File: config.mk
export PLATFORM = sky130hd
export DESIGN_NAME = dswt_class
export DESIGN_NICKNAME = d
export VERILOG_FILES = /design/src/dswt_pkg.sv /design/src/dswt_class.sv
export SDC_FILE = /design/constraint.sdc
export NUM_CORES = 1
export LEC_CHECK = 0
export BUFFER_PORTS_ARGS = -buffer_cell sky130_fd_sc_hd__buf_2
export CORE_AREA = 2 2 280 282
export DETAILED_ROUTE_END_ITERATION = 6
export DIE_AREA = 0 0 282 284
export PLACE_DENSITY = 0.37
export SLEW_MARGIN = 5
export SYNTH_ARGS = -nofsm -noshare
export SYNTH_HDL_FRONTEND = slang
export SYNTH_SLANG_ARGS = --single-unit
File: constraint.sdc
create_clock -name vclk -period 16.9
set_input_delay 0.845 -clock vclk [all_inputs]
set_output_delay 0.845 -clock vclk [all_outputs]
set_load 0.01 [all_outputs]
File: src/dswt_pkg.sv
// package for the duplicate sequence-number window table
// shared types and constants; no dependencies
`timescale 1ns / 1ps
`default_nettype none
package dswt_pkg;
    localparam int SeqW  = 64;
    localparam int WinW  = 32;
    localparam int MetaW = 24;

    // configuration register indexes
    localparam logic REG_SEQ_WIDTH = 1'b0;
    localparam logic REG_TOO_OLD   = 1'b1;

    typedef enum logic [1:0] {
        CMD_ADD  = 2'd0,
        CMD_TEST = 2'd1,
        CMD_TICK = 2'd2,
        CMD_NONE = 2'd3
    } t_cmd;

    typedef enum logic [2:0] {
        V_OLD    = 3'd0,
        V_DUP    = 3'd1,
        V_CUR    = 3'd2,
        V_NEW    = 3'd3,
        V_NEWEST = 3'd4,
        V_FIRST  = 3'd5
    } t_verdict;

    typedef enum logic [2:0] {
        S_IDLE,
        S_SCAN,
        S_READ,
        S_CLASS,
        S_WRITE,
        S_OUT
    } t_state;

    // one table entry as stored in memory
    typedef struct packed {
        logic [63:0]      addr_high;
        logic [63:0]      addr_low;
        logic [MetaW-1:0] meta;
        logic [SeqW-1:0]  newest;
        logic [WinW-1:0]  window;
        logic [7:0]       stale;
        logic [63:0]      expiry;
    } t_entry;

    function automatic logic [SeqW-1:0] width_mask(input logic [1:0] mode);
        logic [SeqW-1:0] m;
        case (mode)
            2'd0:    m = 64'hFF;
            2'd1:    m = 64'hFFFF;
            2'd2:    m = 64'hFFFF_FFFF;
            default: m = '1;
        endcase
        return m;
    endfunction
endpackage
`default_nettype wire

File: src/dswt_class.sv
// window classification of one sequence number against a table entry
// combinational; uses dswt_pkg
`timescale 1ns / 1ps
`default_nettype none
module dswt_class (
    input  wire  dswt_pkg::t_entry   i_ent,
    input  wire  logic [63:0]        i_seq,
    input  wire  logic [1:0]         i_mode,
    input  wire  logic [7:0]         i_limit,
    input  wire  logic               i_add,
    output dswt_pkg::t_entry         o_ent,
    output dswt_pkg::t_verdict       o_verdict
);
    import dswt_pkg::*;
    logic [63:0] mask, cur, d, mag, half;
    logic        neg;
    logic [7:0]  stale_inc;
    logic [WinW-1:0] bit_sel;

    always_comb begin
        mask = width_mask(i_mode);
        cur  = i_ent.newest & mask;
        d    = (i_seq - cur) & mask;
        half = mask >> 1;
        neg  = (i_mode == 2'd3) ? d[63] : (d > half);
        mag  = neg ? ((0 - d) & mask) : d;
        stale_inc = (i_ent.stale != 8'hFF) ? i_ent.stale + 8'd1 : i_ent.stale;
        bit_sel = WinW'(1) << mag[4:0];
        o_ent = i_ent;
        o_verdict = V_NEWEST;
        if (i_seq == cur) begin
            o_verdict = V_CUR;
        end else if (neg && mag > 64'd31) begin
            o_ent.stale = stale_inc;
            if (stale_inc > i_limit) begin
                o_ent.window = WinW'(1);
                o_ent.stale  = '0;
                o_ent.newest = i_seq;
                o_verdict    = V_NEWEST;
            end else begin
                o_verdict = V_OLD;
            end
        end else if (neg) begin
            o_ent.stale = '0;
            if ((i_ent.window & bit_sel) != '0) begin
                o_verdict = V_DUP;
            end else begin
                o_verdict = V_NEW;
                if (i_add) o_ent.window = i_ent.window | bit_sel;
            end
        end else begin
            o_ent.stale = '0;
            o_verdict = V_NEWEST;
            if (i_add) begin
                o_ent.newest = i_seq;
                if (mag >= 64'(WinW)) o_ent.window = WinW'(1);
                else o_ent.window = (i_ent.window << mag[4:0]) | WinW'(1);
            end
        end
    end
endmodule
`default_nettype wire

# After elaboration in Yosys (flattened, before gate mapping)
# Index checks and enable logic that the tools add are counted.
# word_totals
reg_bits	0
input_bits	395
out_inout_bits	323
# classes
n_addsub	3
n_lt_le_gt_ge	4
eq_ne	5
shifts	2
muxes	18
n_bitwise	5
n_reduce_logical	3
# op_table
op	n
$mux W104	3
$and A64 B64 Y64	3
$pmux W64 S3	1
$mux W64	2
$mux W32	3
$mux W96	1
$eq A64 B64 Y1	1
$ge A64 B6 Y1 const B	1
$gt A64 B5 Y1 const B	1
$gt A64 B63 Y1	1
$sub A1 B64 Y64 const A	1
$sub A64 B64 Y64	1
$mux W40	1
$and A32 B32 Y32	1
$or A32 B32 Y32	1
$reduce_bool A32 Y1	1
$shl A1 B5 Y32 const A	1
$shl A32 B5 Y32	1
$mux W3	4
$add A8 B1 Y8 const B	1
$gt A8 B8 Y1	1
$mux W8	1
$ne A8 B8 Y1 const B	1
$eq A2 B2 Y1 const B	2
5 further kinds	5

# Depth between registers and ports, before layout
# Gate-level depths: netlist (run 1).
# logic_depth
word_depth	15
ltp_mapped	32

# Worst setup path before layout (run 1)
# No wires, ideal clock.
# synth_timing
kind	input-to-output
startpoint	input i_mode[1]
endpoint	output o_ent[78] in the netlist's numbering
arrival_ns	7.529
path_slack_ns	8.526
path_stages	28
path_cell_list	clkbuf_1 -> clkinv_1 -> nor2_1 -> clkbuf_1 -> buf_1 -> buf_1 -> nand2_1 -> ha_1 -> buf_2 -> a21oi_1 -> o21ai_0 -> a221o_1 -> a31o_2 -> or3_1 -> o211ai_1 -> o211a_1 -> nand4_1 -> a2111oi_0 -> mux2_2 -> a21oi_1 -> and4b_1 -> nand3_1 -> o41a_1 -> buf_6 -> buf_6 -> nor4_2 -> nand3_1 -> o21ai_0
# synth_lines
item	line_no	source
start: declaration	dswt_class.sv:8	input wire logic [1:0] i_mode,
end: declaration	dswt_class.sv:11	output dswt_pkg::t_entry o_ent,

==> results of run 1 <==
-- cell type report --
cell class / instances / share of cell area
diodes: 1 / 0.000160
multi-input cells: 1797 / 0.802
well taps: 1040 / 0.0833
inverters: 46 / 0.0111
repair buffers: 311 / 0.104
-- worst paths after layout --
check                   endpoint  startpoint  cells past startpoint
worst max-delay path  o_ent[125]   i_mode[1]                     26
worst min-delay path  o_ent[173]  i_ent[173]                      0
-- metrics by stage --
stage               cells  hold WS (ps)  cell area [sq um]
global route         3195          1690              15600
finish               3195          1690              15600
detailed placement   3194          1690              15600
floorplan            2187          1780              14900
CTS                  3194          1690              15600
global placement     3194          1690              15600
-- power by group through the flow --
| stage | Sequential, W | Clock, W | Combinational (W) |
|---|---|---|---|
| detailed placement | 0 | 0 | 0.000939 |
| finish | 0 | 0.00000000000792 | 0.000953 |
| global placement | 0 | 0 | 0.000947 |
| CTS | 0 | 0 | 0.000942 |
| floorplan | 0 | 0 | 0.000672 |
| global route | 0 | 0.00000000000793 | 0.00102 |
-- per-layer routing --
layer	up-vias	part of all wire
li1	8064	-
met3	141	0.072
met4	6	0.027
met2	856	0.47
met5	-	0.0011
met1	8505	0.43
-- cell families (layout without fill, tap and decap cells) --
logic type	after synthesis	in the layout	synth area share
buf+inv	390	357	0.162
fa+ha+maj	82	82	0.0694
compound gates	681	681	0.330
xor+xnor	60	60	0.0371
simple gates	834	834	0.278
other cells	0	1	0
mux	140	140	0.124
-- cell usage after synthesis (25+ instances only) --
master,instances
o21ai_0,116
nor2_1,169
nand4_1,66
ha_1,81
buf_2,41
mux2i_1,57
a21oi_1,128
mux2_2,25
buf_4,217
and2_1,28
nand2_1,282
mux2_4,42
o211ai_1,35
a21o_1,43
a31oi_1,33
xnor2_1,33
clkbuf_1,66
nand3_1,56
xor2_1,25
a211oi_1,25
nor3_1,67
inv_1,43
-- worst max-delay path: stages --
cell	delay, ps
buf_2	80
buf_4	380
clkinv_1	660
nand2_1	720
nand2_1	130
ha_1	430
a21oi_1	290
o21ai_0	230
nor2_1	220
nand2_1	90
a2111oi_2	620
nor3_1	160
ha_1	270
or2_2	300
o32ai_1	240
a21oi_1	120
a32oi_1	830
nand3_2	1000
o41ai_1	620
o211ai_1	130
or3_1	400
o41a_1	710
o311a_4	670
buf_4	430
mux2_4	390
buf_2	140
==> out/results.md, run 1 <==
| Quantity | Reported |
| --- | --- |
| Result of the run | completed |
| Max-capacitance violation count | 0 |
| Commonest non-fill, non-tap cells in the layout | buf_2, nand2_1, nor2_1, a21oi_1, o21ai_0 |
| Highest clock frequency the design can meet | 82.7 MHz |
| Place WS | 4870 ps |
| Via density | 5.50 |
| Data required, critical path | 16060 ps |
| Average wire per cell in the routed design | 23.7 um |
| Hold buffer count at cts | 0 |
| Crit path capture type | primary output |
| Lkg Pwr | 5.94 nW |
| Count of pins on the block boundary | 718 |
| Pwr per Cell Area | 61.0 nW/um^2 |
| Post-route worst setup slack | 4810 ps |
| Setup TNS | 0 ps |
| Met2 usage | 0.306 |
| Clock period minus worst slack | 12090 ps |
| Number of DRC violations after detailed routing | 0 |
| Fillers | 8885 |
| Die outline width | 282 um |
| Tcrit/Tclk final | 0.715 |
| Utilization after layout | 0.203 |
| Total length of routed wires | 75700 um |
| Synth-to-layout area growth | 4.99% |
| Share of the synthesized area in the top cell type | 0.109 |
| Die outline area | 80100 sq um |
| GPL Wtd Cong | 0.925 |
| Cell taking the most area after synthesis | buf_4 |
| Post-synthesis instance total | 2187 |
| Initial Utilization | 0.193 |
| Leftover overflow at the end of global routing | 0 |
| Classification of the worst setup path | input port to primary output |
| Post-CTS Setup Bufs | 0 |
| Cell-internal power | 0.000326 W |
| DR iter-0 viols | 1680 |
| FF/Latch Area | 0 sq um |
| Layout clock buffer count | 0 |
| Layout cells sized above 1 | 0.222 |
| Worst voltage drop across the vdd grid | 0.0000317 V |
| Met3 Resource Use GR | 0.0253 |
| Yosys warnings | 0 |
| Worst setup SP type | input port |
| Met1 usage in global routing | 0.234 |
| Overall track demand over capacity in global routing | 0.179 |
| Setup repair after global routing missed its margin | false |
| Port-buffer cells | 286 |
| Via count of the first global-routing pass | 17.3k |
| Fin. Hold Viols | 0 |
| Worst-Margin Slew | 1250 ps |
| Final setup violating endpoints | 0 |
| Final number of max-transition violations | 0 |
| Arr. time, crit path | 11240 ps |
| Total number of sequential cells | 0 |
| Most congested layer reported by global routing | met2 |
| Sw Share | 0.658 |
| Power consumption | 0.000953 W |
| Most common cell after layout, fill and taps aside | buf_2 |
| Drt first pass iters | 5 |
| Leading post-synthesis cells by cell area | buf_4, nand2_1, ha_1, a21oi_1, nor2_1 |
| Number of routed nets with antenna violations | 0 |
| Area of the multi-input gates | 12500 sq um |
| Chip height | 284 um |
| DP Wirelength | 63000 um |
| Post-CTS resize count | 0 |
| Distinct cell type count of the synthesized netlist | 113 |
| Antenna violations before repair | 5 |
| Sw power | 0.000627 W |
| Average size of a mapped cell | 6.81 sq um |
| Peak fanout along the critical path | 43 |
| First-pass GRT wire length | 112000 um |
| Area of the mapped netlist | 14900 sq um |
| Part of the total power dissipated in the clock network | 0 |
| Std cell rows | 102 |
| Slew Limit Headroom | 0.167 |
| Path type of the worst min-delay path | input port to primary output |
| Power share of the combinational group | 1.000 |
| Maximum number of pins on one net before global-route repair | 48 |
| Post-layout net count | 2633 |
| Via count | 17.6k |
| Core Box Area | 77000 sq um |
| Sequential group share of total power | 0 |
| Proportion of synthesized chip area in sequential cells | 0 |
| Mapped Nets | 2664 |
Note: power is estimated with default switching activity, not from simulation.
==> inputs of run 2 (changes only) <==
--- a/config.mk
+++ b/config.mk
@@ -6,10 +6,10 @@
 export NUM_CORES = 1
 export LEC_CHECK = 0
 export BUFFER_PORTS_ARGS = -buffer_cell sky130_fd_sc_hd__buf_2
-export CORE_AREA = 2 2 280 282
+export CORE_AREA = 2 2 279 281
 export DETAILED_ROUTE_END_ITERATION = 6
-export DIE_AREA = 0 0 282 284
-export PLACE_DENSITY = 0.37
+export DIE_AREA = 0 0 281 283
+export PLACE_DENSITY = 0.39
 export SLEW_MARGIN = 5
 export SYNTH_ARGS = -nofsm -noshare
 export SYNTH_HDL_FRONTEND = slang
==> constraint.sdc (replaced) <==
create_clock -name vclk -period 9.9
set_input_delay 0.495 -clock vclk [all_inputs]
set_output_delay 0.495 -clock vclk [all_outputs]
set_load 0.01 [all_outputs]
==> run 2 against run 1 <==
Compared with the run above: cell area is 0.90% higher; worst hold slack worse by 700 ps; die area down 0.71%; wire length increased by 1.9%; sequential share of layout area unchanged; utilization rose by 0.25 points; flip-flop and latch count did not move; non-clock buffer count increased by 15; total power rose by 72%; critical path type unchanged; critical endpoint is now o_ent[101]; largest cell class unchanged; largest power group unchanged.
==> out/results.md, run 2 (synthesis results as in run 1) <==
| Quantity | Reported |
| --- | --- |
| Via count of the first global-routing pass | 17.3k |
| Arr. time, crit path | 8830 ps |
| Commonest non-fill, non-tap cells in the layout | buf_2, nand2_1, nor2_1, a21oi_1, o21ai_0 |
| Clock period minus worst slack | 9330 ps |
| Worst-Margin Slew | 1190 ps |
| Fillers | 8793 |
| Classification of the worst setup path | input port to primary output |
| Final setup violating endpoints | 0 |
| Overall track demand over capacity in global routing | 0.182 |
| Layout clock buffer count | 0 |
| Lkg Pwr | 6.01 nW |
| Total length of routed wires | 77200 um |
| Count of pins on the block boundary | 718 |
| Std cell rows | 102 |
| Post-Layout Inst Area | 15800 sq um |
| Average wire per cell in the routed design | 24.0 um |
| DR iter-0 viols | 1416 |
| Data required, critical path | 9410 ps |
| Core Box Area | 76700 sq um |
| Total number of sequential cells | 0 |
| GPL Wtd Cong | 0.949 |
| DP Wirelength | 64200 um |
| Tcrit/Tclk final | 0.942 |
| Post-layout net count | 2649 |
| Max-capacitance violation count | 0 |
| Slew Limit Headroom | 0.205 |
| Hold buffer count at cts | 0 |
| Number of routed nets with antenna violations | 0 |
| Highest clock frequency the design can meet | 107 MHz |
| Post-CTS Setup Bufs | 0 |
| Setup repair after global routing missed its margin | false |
| First-pass GRT wire length | 113000 um |
| Via count | 17.7k |
| Final number of max-transition violations | 0 |
| Placed cell area | 15700 sq um |
| Result of the run | completed |
| Peak fanout along the critical path | 16 |
| Path type of the worst min-delay path | input port to primary output |
| Leftover overflow at the end of global routing | 0 |
| Die outline area | 79500 sq um |
| Most common cell after layout, fill and taps aside | buf_2 |
| Number of DRC violations after detailed routing | 0 |
| Initial Utilization | 0.194 |
| FF/Latch Area | 0 sq um |
| Die outline width | 281 um |
| Synth-to-layout area growth | 5.94% |
| Worst setup SP type | input port |
| Chip height | 283 um |
| Power consumption | 0.00164 W |
| Antenna violations before repair | 2 |
| Maximum number of pins on one net before global-route repair | 36 |
| Layout cells sized above 1 | 0.229 |
| Setup TNS | 0 ps |
| Pwr per Cell Area | 104 nW/um^2 |
| Fin. Hold Viols | 0 |
| Post-route worst setup slack | 574 ps |
| Worst voltage drop across the vdd grid | 0.0000641 V |
| Port-buffer cells | 286 |
| Area of the multi-input gates | 12500 sq um |
| Via density | 5.50 |
| Drt first pass iters | 6 |
| Place WS | 480 ps |
| Crit path capture type | primary output |
-- run 2: final timing paths --
kind              startpoint          to  slack, ps  cells after the start
setup / recovery   i_mode[0]  o_ent[101]        570                     23
hold / removal    i_ent[196]  o_ent[196]        990                      0
-- run 2: timing repair --
action,4_1_cts,5_1_grt
endpoints found under the hold margin,0,0
resized for setup,0,2
setup endpoints to repair,0,10
-- run 2: area by class of cell --
cell class                 count  share of cell area
inverter                      46              0.0110
tap                         1040              0.0825
antenna                        1            0.000159
multi-input combinational   1798               0.796
timing repair buffer         326               0.111
-- run 2: critical path, cell delays in order --
cell and delay, ps:
buf_2 140, clkinv_1 310, nand2_1 430, nand2_1 100
ha_1 440, a21oi_1 330, o21ai_1 300, a22oi_1 350
nand3_1 410, o21a_1 330, o211ai_1 610, o211a_1 390
nand4_1 250, a2111oi_0 680, mux2_2 420, a21oi_1 130
and4b_1 200, nand3_1 90, o41a_1 760, nand4b_1 720
or2_1 450, o21ai_0 250, buf_2 190
-- run 2: through the flow --
step	instances	hold WS, ps	util
global placement	3209	990	0.205
finish	3211	990	0.206
detailed placement	3209	990	0.205
global route	3210	990	0.206
CTS	3209	990	0.205
floorplan	2187	1080	-
-- run 2: metal layers --
layer	vias up	routed length, um	track usage
met1	8635	33500	0.237
li1	8082	-	-
met4	0	2440	0.0508
met5	-	0	0.00305
met2	800	36300	0.313
met3	146	4890	0.0228
-- run 2: report_power, final --
group / switching, W / internal, W
Clock: 0 / 0.0000000000135
Sequential: 0 / 0
Combinational: 0.00108 / 0.000568
==> inputs of run 3 (changes only) <==
--- a/config.mk
+++ b/config.mk
@@ -9,6 +9,7 @@
 export CORE_AREA = 2 2 279 281
 export DETAILED_ROUTE_END_ITERATION = 6
 export DIE_AREA = 0 0 281 283
+export MAX_ROUTING_LAYER = met4
 export PLACE_DENSITY = 0.39
 export SLEW_MARGIN = 5
 export SYNTH_ARGS = -nofsm -noshare
==> run 3 against run 2 <==
Compared with the run above: combinational power about the same; flip-flop and latch count unchanged; setup slack better by 120 ps; utilization about the same; wire length about the same; cell area down 0.16%; global-route usage up 0.51 points; die area unchanged.
==> out/results.md, run 3 (synthesis results as in run 1) <==
| Quantity | Reported |
| --- | --- |
| Most common cell after layout, fill and taps aside | buf_2 |
| Highest clock frequency the design can meet | 109 MHz |
| Max-capacitance violation count | 0 |
| Fillers | 8884 |
| Port-buffer cells | 286 |
| GPL Wtd Cong | 0.970 |
| Highest metal layer used by the detailed router | met4 |
| Final setup violating endpoints | 0 |
| Classification of the worst setup path | input port to primary output |
| Arr. time, crit path | 8710 ps |
| Crit path capture type | primary output |
| Worst setup SP type | input port |
| DP Wirelength | 64300 um |
| Final number of max-transition violations | 0 |
| Final hold slack | 990 ps |
| Data required, critical path | 9410 ps |
| Lkg Pwr | 6.00 nW |
| Die outline area | 79500 sq um |
| Number of DRC violations after detailed routing | 0 |
| Via density | 5.50 |
| Buffers & Inverters on Critical Path | 4 |
| Layout cells sized above 1 | 0.227 |
| Met3 layer wire length in the routed design | 4770 um |
| Setup repair after global routing missed its margin | false |
| Commonest non-fill, non-tap cells in the layout | buf_2, nand2_1, nor2_1, a21oi_1, o21ai_0 |
| Critical path cell sequence | buf_2 > clkinv_1 > buf_4 > nor2_4 > nand2_1 > ha_1 > nand4_1 > nor4_1 > a21boi_0 > or3_1 > a31oi_1 > xnor2_1 > or2_2 > nor4_2 > o21ai_1 > a211oi_1 > a41oi_1 > or3_1 > o41a_1 > nand4b_1 > or2_1 > o31ai_1 > buf_2 |
| Crit-path leading delay family | simple AND/OR/NAND/NOR gates |
| Average wire per cell in the routed design | 24.1 um |
| Detailed route wirelength on metal2 | 36600 um |
| Utilization after layout | 0.205 |
| Slew Limit Headroom | 0.280 |
| Pwr per Cell Area | 104 nW/um^2 |
| Antenna Cells | 0 |
| Fin. Hold Viols | 0 |
| Die outline width | 281 um |
| First-pass GRT wire length | 113000 um |
| Peak fanout along the critical path | 20 |
| Worst voltage drop across the vdd grid | 0.0000534 V |
| Post-layout net count | 2647 |
| Overall track demand over capacity in global routing | 0.187 |
| Layout clock buffer count | 0 |
| Count of pins on the block boundary | 718 |
| Maximum number of pins on one net before global-route repair | 66 |
| Power consumption | 0.00164 W |
| Drt first pass iters | 6 |
| Tcrit/Tclk final | 0.930 |
| Synth-to-layout area growth | 5.77% |
| Post-Layout Inst Area | 15700 sq um |
| Critical Path Slowest Stage Cell | o41a_1 |
| Result of the run | completed |
| M1 WL | 33600 um |
| Number of routed nets with antenna violations | 0 |
| Antenna violations before repair | 1 |
| Initial Utilization | 0.194 |
| Setup TNS | 0 ps |
| Chip height | 283 um |
| Placed cell area | 15700 sq um |
| Clock period minus worst slack | 9210 ps |
| Core Box Area | 76700 sq um |
| Path type of the worst min-delay path | input port to primary output |
| Leftover overflow at the end of global routing | 0 |
| Via count | 17.6k |
| Highest cell delay on the worst timing path | 690 ps |
| Std cell rows | 102 |
| Via count of the first global-routing pass | 17.2k |
| Total length of routed wires | 77200 um |
| Total number of sequential cells | 0 |
| DR iter-0 viols | 1650 |
| Worst-Margin Slew | 1070 ps |
| FF/Latch Area | 0 sq um |
run 3: cell types whose count changed in the layout (fill, tap and decap cells not counted), sizes merged:
cell	change
buf	-2
diode	-1
run 3: area by class of cell:
cell class	count	area, sq um	share of cell area
Timing Repair Buffer	324	1730	0.110
Tap cell	1040	1300	0.0827
Inverter	46	173	0.0110
Multi-Input combinational cell	1798	12500	0.797
run 3: worst paths after layout:
check	slack (ps)	cells after the start	startpoint	end
worst max-delay path	690	23	i_mode[1]	o_ent[103]
worst min-delay path	990	0	i_ent[192]	o_ent[192]
run 3: timing repair:
item,in CTS,in global routing
hold buffers,0,0
buffers inserted,0,0
resized for setup,0,1
endpoints found under the setup margin,0,62
run 3: stage by stage:
step	setup WS (ps)	std cells
after floorplan	2230	2187
after global placement	665	3207
after detailed placement	520	3207
after CTS	500	3207
after global routing	157	3208
final	692	3208
run 3: power by group:
| group | leakage, nW | switching (W) | total, W | internal [W] |
|---|---|---|---|---|
| sequential | 0 | 0 | 0 | 0 |
| clock | 0 | 0 | 0 | 0 |
| combinational | 6.00 | 0.00108 | 0.00164 | 0.000568 |
| total | 6.00 | 0.00108 | 0.00164 | 0.000568 |
run 3: metal layers:
layer,global-route usage,up-vias
met5,-,-
met4,0.0460,0
met3,0.0189,138
met2,0.315,815
met1,0.240,8608
li1,-,8088
